[src/hw/rtl/mesh_ring_next_hop_router_defines.svh]
// assertion helpers, clocked on clk and disabled while arst_n is low
`ifndef MESH_RING_NEXT_HOP_ROUTER_DEFINES_SVH
`define MESH_RING_NEXT_HOP_ROUTER_DEFINES_SVH

// same-cycle implication
`define MRNH_ASSERT_SAME(lbl, ante, cons) \
	lbl: assert property (@(posedge clk) disable iff (!arst_n) (ante) |-> (cons)) \
		else $error("assertion failed");

// next-cycle implication
`define MRNH_ASSERT_NEXT(lbl, ante, cons) \
	lbl: assert property (@(posedge clk) disable iff (!arst_n) (ante) |=> (cons)) \
		else $error("assertion failed");

`endif

[src/hw/rtl/mrnh_pkg.sv]
`default_nettype none
package mrnh_pkg;

	localparam int COORD_W   = 4;
	localparam int LAYER_W   = 2;
	localparam int CFG_W     = 5;
	localparam int RING_SIDE = 4;
	localparam int RING_BITS = $clog2(RING_SIDE);
	localparam int DATA_W    = 24;

	localparam logic [CFG_W-1:0] MESH_SIDE_RESET = CFG_W'(16);

	typedef logic [COORD_W-1:0] coord_t;

	localparam coord_t RING_POS_TABLE [RING_SIDE][RING_SIDE] = '{
		'{4'd0, 4'd15, 4'd10, 4'd9},
		'{4'd1, 4'd14, 4'd11, 4'd8},
		'{4'd2, 4'd13, 4'd12, 4'd7},
		'{4'd3, 4'd4,  4'd5,  4'd6}
	};

	typedef struct packed {
		coord_t              target_y;
		coord_t              target_x;
		logic [LAYER_W-1:0]  source_z;
		coord_t              source_y;
		coord_t              source_x;
	} req_t;

	typedef struct packed {
		coord_t x;
		coord_t y;
	} hop_t;

	typedef struct packed {
		logic                same_ring;
		coord_t              source_cluster;
		coord_t              hop_ring_position;
		coord_t              hop_cluster;
		logic [LAYER_W-1:0]  hop_z;
		coord_t              hop_y;
		coord_t              hop_x;
	} resp_t;

	localparam int REQ_W  = $bits(req_t);
	localparam int RESP_W = $bits(resp_t);

endpackage
`default_nettype wire

[src/hw/rtl/mrnh_route.sv]
`default_nettype none
module mrnh_route (
	input  mrnh_pkg::req_t req,
	output mrnh_pkg::hop_t hop
);
	import mrnh_pkg::*;

	localparam coord_t RING_MASK = COORD_W'(RING_SIDE - 1);

	coord_t low_x, high_x, low_y, high_y, step_x;

	assign low_x  = req.source_x & ~RING_MASK;
	assign high_x = low_x | RING_MASK;
	assign low_y  = req.source_y & ~RING_MASK;
	assign high_y = low_y | RING_MASK;

	// toward the target column, clamped to the cluster edge
	always_comb begin
		if (req.source_x > req.target_x) begin
			step_x = (low_x < req.target_x) ? req.target_x : low_x;
		end else begin
			step_x = (high_x > req.target_x) ? req.target_x : high_x;
		end
	end

	always_comb begin
		hop.x = req.source_x;
		hop.y = req.source_y;
		if (req.source_y > req.target_y) begin
			if (low_y <= req.target_y) begin
				hop.x = step_x;
				hop.y = req.target_y;
			end else begin
				hop.y = low_y;
			end
		end else if (req.source_y < req.target_y) begin
			if (high_y >= req.target_y) begin
				hop.x = step_x;
				hop.y = req.target_y;
			end else begin
				hop.y = high_y;
			end
		end else begin
			hop.x = step_x;
		end
	end

endmodule
`default_nettype wire

[src/hw/rtl/mrnh_ring_addr.sv]
`default_nettype none
module mrnh_ring_addr #(
	parameter int MAX_MESH_SIDE = 16
) (
	input  logic [mrnh_pkg::CFG_W-1:0] mesh_side,
	input  mrnh_pkg::req_t             req,
	input  mrnh_pkg::hop_t             hop,
	output mrnh_pkg::resp_t            resp
);
	import mrnh_pkg::*;

	localparam int SIDE_RAW = $clog2(MAX_MESH_SIDE + 1);
	localparam int SIDE_W   = (SIDE_RAW > CFG_W) ? SIDE_RAW : CFG_W;
	localparam int CPR_MAX  = MAX_MESH_SIDE / RING_SIDE;
	localparam int CPR_W    = $clog2(CPR_MAX + 1);
	localparam int CL_RAW   = $clog2((RING_SIDE - 1) * CPR_MAX + RING_SIDE);
	localparam int CL_W     = (CL_RAW > COORD_W) ? CL_RAW : COORD_W;

	logic [SIDE_W-1:0] side_ext, side_sat;
	logic [CPR_W-1:0]  per_row;
	logic [CL_W-1:0]   src_cl, hop_cl;

	assign side_ext = SIDE_W'(mesh_side);
	assign side_sat = (side_ext > SIDE_W'(MAX_MESH_SIDE)) ? SIDE_W'(MAX_MESH_SIDE) : side_ext;
	assign per_row  = CPR_W'(side_sat >> RING_BITS);

	assign src_cl = CL_W'(req.source_y[COORD_W-1:RING_BITS]) * CL_W'(per_row)
		+ CL_W'(req.source_x[COORD_W-1:RING_BITS]);
	assign hop_cl = CL_W'(hop.y[COORD_W-1:RING_BITS]) * CL_W'(per_row)
		+ CL_W'(hop.x[COORD_W-1:RING_BITS]);

	assign resp.hop_x             = hop.x;
	assign resp.hop_y             = hop.y;
	assign resp.hop_z             = req.source_z;
	assign resp.hop_cluster       = hop_cl[COORD_W-1:0];
	assign resp.hop_ring_position =
		RING_POS_TABLE[hop.x[RING_BITS-1:0]][hop.y[RING_BITS-1:0]];
	assign resp.source_cluster    = src_cl[COORD_W-1:0];
	assign resp.same_ring         = (src_cl == hop_cl);

endmodule
`default_nettype wire

[src/hw/rtl/mesh_ring_next_hop_router.sv]
// channel | direction | handshake          | payload
// s       | in        | s_tvalid/s_tready  | s_tdata: source and target coordinates
// m       | out       | m_tvalid/m_tready  | m_tdata: next hop and ring address
// cfg     | in        | cfg_valid/cfg_ready| cfg_data: mesh_side
//
// one item per cycle sustained while m_tready is high; a transaction passes the
// input register, then the result register after the route and table logic
// arst_n clears both stage valids and sets mesh_side to 16
// a stalled result holds the result register; the input register still takes
// an item when empty, or while the result register is free or drains in that cycle
`default_nettype none
`include "mesh_ring_next_hop_router_defines.svh"
module mesh_ring_next_hop_router #(
	parameter int MAX_MESH_SIDE = 16
) (
	input  logic                         clk,
	input  logic                         arst_n,
	input  logic                         s_tvalid,
	output logic                         s_tready,
	// source_x, source_y, source_z, target_x, target_y, zero fill
	input  logic [mrnh_pkg::DATA_W-1:0]  s_tdata,
	output logic                         m_tvalid,
	input  logic                         m_tready,
	// hop_x, hop_y, hop_z, hop_cluster, hop_ring_position, source_cluster,
	// same_ring, zero fill
	output logic [mrnh_pkg::DATA_W-1:0]  m_tdata,
	input  logic                         cfg_valid,
	output logic                         cfg_ready,
	input  logic [mrnh_pkg::CFG_W-1:0]   cfg_data
);
	import mrnh_pkg::*;

	logic [CFG_W-1:0] mesh_side_q;
	logic             valid_s1, valid_s2;
	logic             adv_s1;
	req_t             req_s1;
	resp_t            resp_s2;
	hop_t             hop;
	resp_t            resp;

	assign cfg_ready = 1'b1;
	assign adv_s1    = !valid_s2 || m_tready;
	assign s_tready  = !valid_s1 || adv_s1;

	always_ff @(posedge clk or negedge arst_n) begin
		if (!arst_n) begin
			mesh_side_q <= MESH_SIDE_RESET;
		end else if (cfg_valid && cfg_ready) begin
			mesh_side_q <= cfg_data;
		end
	end

	always_ff @(posedge clk or negedge arst_n) begin
		if (!arst_n) begin
			valid_s1 <= 1'b0;
			valid_s2 <= 1'b0;
		end else begin
			if (s_tready) begin
				valid_s1 <= s_tvalid;
			end
			if (adv_s1) begin
				valid_s2 <= valid_s1;
			end
		end
	end

	always_ff @(posedge clk) begin
		if (s_tvalid && s_tready) begin
			req_s1 <= req_t'(s_tdata[REQ_W-1:0]);
		end
		if (valid_s1 && adv_s1) begin
			resp_s2 <= resp;
		end
	end

	mrnh_route u_route (
		.req (req_s1),
		.hop (hop)
	);

	mrnh_ring_addr #(
		.MAX_MESH_SIDE (MAX_MESH_SIDE)
	) u_ring_addr (
		.mesh_side (mesh_side_q),
		.req       (req_s1),
		.hop       (hop),
		.resp      (resp)
	);

	assign m_tvalid = valid_s2;
	assign m_tdata  = {{(DATA_W - RESP_W){1'b0}}, resp_s2};

	`MRNH_ASSERT_NEXT(a_accept_fills_s1, s_tvalid && s_tready, valid_s1)
	`MRNH_ASSERT_SAME(a_ready_when_out_free, !m_tvalid, s_tready)
	`MRNH_ASSERT_NEXT(a_layer_passes, valid_s1 && adv_s1,
		m_tvalid && resp_s2.hop_z == $past(req_s1.source_z))
	`MRNH_ASSERT_SAME(a_ring_needs_cluster,
		m_tvalid && resp_s2.hop_cluster != resp_s2.source_cluster, !resp_s2.same_ring)

endmodule
`default_nettype wire

[config.mk]
export PLATFORM = sky130hd
export DESIGN_NAME = mesh_ring_next_hop_router
export DESIGN_NICKNAME = d
export VERILOG_FILES = /design/src/hw/rtl/mrnh_pkg.sv /design/src/hw/rtl/mrnh_route.sv /design/src/hw/rtl/mrnh_ring_addr.sv /design/src/hw/rtl/mesh_ring_next_hop_router.sv
export VERILOG_INCLUDE_DIRS = /design/src /design/src/hw/rtl
export SDC_FILE = /design/constraint.sdc
export NUM_CORES = 1
export LEC_CHECK = 0
export BUFFER_PORTS_ARGS = -buffer_cell sky130_fd_sc_hd__buf_2
export CAP_MARGIN = 0
export CELL_PAD_IN_SITES_DETAIL_PLACEMENT = 0
export CELL_PAD_IN_SITES_GLOBAL_PLACEMENT = 1
export CORE_MARGIN = 5
export CORE_UTILIZATION = 39
export CTS_BUF_LIST = sky130_fd_sc_hd__clkbuf_4
export CTS_CLUSTER_DIAMETER = 40
export DETAILED_ROUTE_END_ITERATION = 12
export PLACE_DENSITY = 0.86
export SLEW_MARGIN = 10
export SYNTH_ARGS = -nofsm -noshare
export SYNTH_HDL_FRONTEND = slang
export SYNTH_SLANG_ARGS = --single-unit
export TNS_END_PERCENT = 20
[constraint.sdc]
create_clock -name clk -period 4.13 [get_ports clk]
set_clock_uncertainty 0.2 [all_clocks]
set_input_delay 0.413 -clock clk [delete_from_list [all_inputs] [get_ports clk]]
set_output_delay 0.413 -clock clk [all_outputs]
set_load 0.02 [all_outputs]
Word level (Yosys, flattened, before mapping)
Cells that the tools add are included.
{"block": "totals", "word_cells": 55, "regBits": 48, "output_inout_bits": 27}
{"block": "classes", "n_lt_le_gt_ge": 10, "multipliers": 2, "n_eq_ne": 1, "addsub": 2, "mux": 17, "n_reduce_logical": 6, "bitwise": 2}
{"op": "4-bit two-way mux", "n": 11}
{"op": "16-bit binary-select mux with 2-bit select", "n": 1}
{"op": "16-bit two-way mux", "n": 2}
{"op": "4-bit > comparator", "n": 3}
{"op": "4-bit by 2-bit adder with 4-bit output", "n": 2}
{"op": "4-bit binary-select mux with 2-bit select", "n": 1}
{"op": "4-bit < comparator", "n": 2}
{"op": "2-bit by 3-bit multiplier with 4-bit output", "n": 2}
{"op": "8-bit two-way mux", "n": 1}
{"op": "3-bit >= comparator (second input constant)", "n": 2}
{"op": "2-bit NOT with 3-bit output", "n": 2}
{"op": "5-bit > comparator (second input constant)", "n": 1}
{"op": "5-bit two-way mux", "n": 1}
{"op": "4-bit equality test", "n": 1}
{"op": "4-bit >= comparator", "n": 1}
{"op": "4-bit <= comparator", "n": 1}
{"op": "1-bit logical AND", "n": 2}
{"op": "1-bit zero test", "n": 2}
{"op": "1-bit logical OR", "n": 2}

Longest topological paths before layout
{"block": "logic_depth", "depth_word": 13, "depth_mapped": 17, "mapped_depth_nobuf": 17}

By module
From an unflattened synthesis, not the netlist that was laid out.
{"block": "hier_totals", "hier_cells": 193, "hier_area_um2": 2552.4}
{"module": "mesh_ring_next_hop_router", "cells_each": 63, "instances": 1, "seq_area_each_um2": 1407.6, "area_per_inst_um2": 1525.2}
{"module": "mrnh_route", "cells_each": 75, "instances": 1, "seq_area_each_um2": 0.0, "area_per_inst_um2": 566.8}
{"module": "mrnh_ring_addr", "cells_each": 55, "instances": 1, "seq_area_each_um2": 0.0, "area_per_inst_um2": 460.4}

Worst setup path after synthesis
Ideal clock, no wire load.
{"block": "synth_timing", "kind": "register to register", "startpoint": "register req_s1[7] (netlist bit)", "endpoint": "register resp_s2, in the netlist m_tdata[22], data pin", "arrival_time_ns": 3.579, "path_buffers": 0, "stages_incl_launch_ff": 18, "path_slack_ns": 0.203, "required_ns": 3.782, "cell_sequence": "edfxtp_1 -> inv_1 -> ha_1 -> nor2b_1 -> or2_1 -> o21ai_0 -> a32oi_1 -> mux2i_1 -> nand3_1 -> fa_1 -> inv_1 -> ha_1 -> inv_1 -> fa_1 -> xnor2_1 -> nor3_1 -> nand2_1 -> mux2i_1"}
{"item": "start, declared", "line_no": "mesh_ring_next_hop_router.sv:36", "source": "req_t req_s1;"}
{"item": "start signal, assigned", "line_no": "mesh_ring_next_hop_router.sv:69", "source": "req_s1 <= req_t'(s_tdata[REQ_W-1:0]);"}
{"item": "end signal, assigned", "line_no": "mesh_ring_next_hop_router.sv:72", "source": "resp_s2 <= resp;"}
{"item": "end, declared", "line_no": "mesh_ring_next_hop_router.sv:37", "source": "resp_t resp_s2;"}

==> flow_metrics.py <==
metrics = {
    "logic_synthesis": {
        "synth_edf_count": 41,
        "synthCells": 196,
        "avgSynthCellArea_um2": 12.7,
        "synth.largest_area_cell": "edfxtp_1",
        "synth_compound_area_frac": 0.105,
        "muxShareOfSynthArea": 0.0298,
        "synthFlopType": "edfxtp_1",
        "yosysWarnings": 0,
        "synth_seq_cells": 46,
        "synthSimpleGateAreaFrac": 0.107,
        "ys_top_cells_by_area": "edfxtp_1 (50%), ha_1 (10%), dfrtp_1 (4.0%)",
        "syn_area_um2": 2480,
        "synth_top_cell_area_share": 0.496,
        "synth_top_family_by_area": "adder cells",
        "yosysSeqAreaShare": 0.547,
        "ys_async_sr_fraction": 0.109,
        "synth-xor-area-share": 0.0318,
        "syn_nets": 254,
        "synthAdderAreaFrac": 0.133,
        "synth_cell_types": 43,
    },
    "critical_path": {
        "endpoint_kind": "flop",
        "startpoint_type": "flop",
        "reg2reg_depth": 15,
        "path_cells": "ha_4, nand3_1, a2111oi_4, a32oi_2, mux2i_1, nand3_1, fa_1, inv_1, ha_1, inv_1, fa_1, xnor2_1, nor3_2, nand2_1, mux2i_1",
        "max_stage_delay_ns": 0.50,
        "rr_endpoint": "m_tdata[22]$_DFFE_PP_",
        "r2r_slack_ns": 0.22,
        "crit_type": "flop to flop",
        "slowest_stage": "edfxtp_1",
        "cp.arrival_ns": 3.91,
        "path_max_fanout": 3,
        "required_ns": 4.13,
        "r2r-start": "req_s1[16]$_DFFE_PP_",
    },
    "layout": {
        "layout_common_cells": "buf_2 (50), edfxtp_1 (41), inv_1 (21)",
        "final_common_cell": "buf_2",
        "drive_gt1_frac": 0.352,
        "finalCoreUtilization": 0.497,
        "syn2layout_area_growth_pct": 25.8,
        "diodes": 0,
        "layout.nets": 330,
    },
    "power": {
        "swShare": 0.310,
        "seq_power_share": 0.515,
        "finalPower_w": 0.00116,
        "p_leak_nw": 1.34,
        "p_int_w": 0.000800,
        "ir_worst_vdd_mv": 0.178,
        "netSwitchingPower_w": 0.000359,
        "share_comb_of_total_power": 0.320,
        "p_per_area_nw_per_um2": 371,
        "clockPowerShare": 0.165,
    },
    "place": {
        "place.gp.congestion": 0.846,
        "portBuffers": 50,
        "dpl.hpwl_mm": 3.48,
    },
    "route": {
        "drtPass1Iterations": 4,
        "dr.first_iter.drc_count": 64,
        "num_vias": 1670,
        "wl_met3_um": 283,
        "wl_per_cell_um": 12.9,
        "wl_met2_mm": 2.27,
        "drt-total-wl_mm": 4.52,
        "wl_met1_mm": 1.90,
        "ant_nets": 0,
        "topRoutingLayerUsed": "met4",
        "routed_via_density": 4.77,
        "drc": 0,
    },
    "clocking": {
        "insertion_delay_ns": 0.35,
        "clock-sinks": 46,
        "cts_tree": "yes",
        "path_clk_slew_ns": 0.12,
        "cts_made_buffers": 5,
        "htreeDepth": 2,
        "clockBufferDepth": 2,
        "clockRootBuffer": "clkbuf_4",
    },
    "timing": {
        "setup_viol": 0,
        "fmax_ghz": 0.256,
        "min_period_over_period": 0.947,
        "slew_headroom": 0.335,
        "final_max_slew_viol_count": 0,
        "min_period_ns": 3.91,
        "tightest_slew_ns": 0.998,
        "hold_violations": 0,
    },
    "floorplanning": {
        "die-area_um2": 8050,
        "core_area_um2": 6280,
        "die_h_um": 89.7,
        "die_w_um": 89.7,
        "initial_core_util": 0.395,
        "io_pins": 61,
        "row_count": 29,
    },
    "min_path": {
        "hold_end": "req_s1[8]$_DFFE_PP_",
        "min_from": "s_tdata[8]",
        "hold_class": "input port to flop",
        "min_path_cells": 1,
    },
    "global_routing": {
        "grt_max_degree": 24,
        "antenna_found_initial": 0,
        "grt-ovfl-total": 0,
        "grt_usage": 0.111,
        "grt_pass1_wl_mm": 7.35,
        "grt_pass1_vias": 1672,
    },
    "flow_run": {
        "drv_cap": 0,
    },
    "status": {
        "status": "finished, final reports clean",
    },
}
-- per-stage QoR --
step	std cells	hold WS (ns)	setup TNS [ns]	setup WS, ns	instance area [µm²]
after floorplan	196	-0.0826	0	0.203	2480
after global placement	328	0.0311	0	0.0629	2860
after detailed placement	328	0.0342	-0.0478	-0.0478	2860
after CTS	338	0.00665	0	0.0120	2940
after global routing	350	0.00314	-0.0533	-0.0533	3120
final	350	0.0364	0	0.221	3120
-- cells in the mapped netlist, types with 3 or more instances --
library cell,n
nand2b_1,6
dfrtp_1,4
nor2b_1,4
xor2_1,4
nand3_1,5
a21oi_1,5
inv_1,22
o21ai_0,6
fa_1,4
xnor2_1,5
and3_1,3
nand2_1,14
o221ai_1,3
edfxtp_1,41
nor2_1,6
ha_1,20
and2_1,6
mux2_2,3
mux2i_1,4
-- cells by family after synthesis --
logic type,after synthesis
simple gates,51
flops,46
compound gates,31
buf+inv,26
fa+ha+maj,24
xor+xnor,9
mux,7
other cells,2
-- layout make-up --
class / count / area, µm²
fill: 582 / 3160
clock buffer: 5 / 37.5
timing repair buffer: 71 / 425
inverter: 24 / 90.1
multi-input combinational: 124 / 1100
clock inverter: 3 / 11.3
sequential: 46 / 1360
tap: 77 / 96.3
-- registers in the layout, indices dropped and copies added, names as in the netlist --
register and cells:
m_tdata 23, m_tvalid 1, mesh_side_q 3, valid_s1 1, req_s1 18
-- how the worst max path moves through the flow --
stage                         start                    end  slack, ns  cells after the start
3_3_place_gp    req_s1[6]$_DFFE_PP_  m_tdata[22]$_DFFE_PP_       0.06                     17
3_5_place_dp   req_s1[17]$_DFFE_PP_  m_tdata[22]$_DFFE_PP_      -0.05                     17
5_1_grt         req_s1[7]$_DFFE_PP_  m_tdata[22]$_DFFE_PP_      -0.05                     16
2_1_floorplan   req_s1[7]$_DFFE_PP_  m_tdata[22]$_DFFE_PP_       0.20                     17
6_report       req_s1[16]$_DFFE_PP_  m_tdata[22]$_DFFE_PP_       0.22                     15
4_1_cts        req_s1[17]$_DFFE_PP_  m_tdata[22]$_DFFE_PP_       0.01                     17
-- worst max-delay path, delay by kind of cell (launching register included) --
| kind | cells | cell delay, ns |
|---|---|---|
| compound gates | 2 | 0.49 |
| xor+xnor | 1 | 0.16 |
| fa+ha+maj | 4 | 1.44 |
| mux | 2 | 0.37 |
| buf+inv | 2 | 0.11 |
| simple gates | 4 | 0.50 |
| flops | 1 | 0.50 |
-- power groups by stage --
stage,clock (W),combinational [W],sequential (W)
floorplan,0,0.000189,0.000651
global placement,0,0.000324,0.000606
detailed placement,0,0.000331,0.000608
CTS,0.000201,0.000340,0.000598
global route,0.000219,0.000408,0.000603
finish,0.000191,0.000371,0.000596
-- routing by layer --
layer / GRT usage / vias to the layer above
met5: 0 / -
met4: 0.0416 / 0
met3: 0.0351 / 6
met2: 0.190 / 48
met1: 0.128 / 774
li1: - / 842
-- what timing repair did --
action                                  4_1_cts  5_1_grt
pin swaps                                     0        5
endpoints found under the setup margin        1        1
hold buffers                                  1        6
buffers inserted                              1        6
resized for setup                             3       14
endpoints found under the hold margin         5        6
No activity file was read; power rests on OpenSTA's default activity.
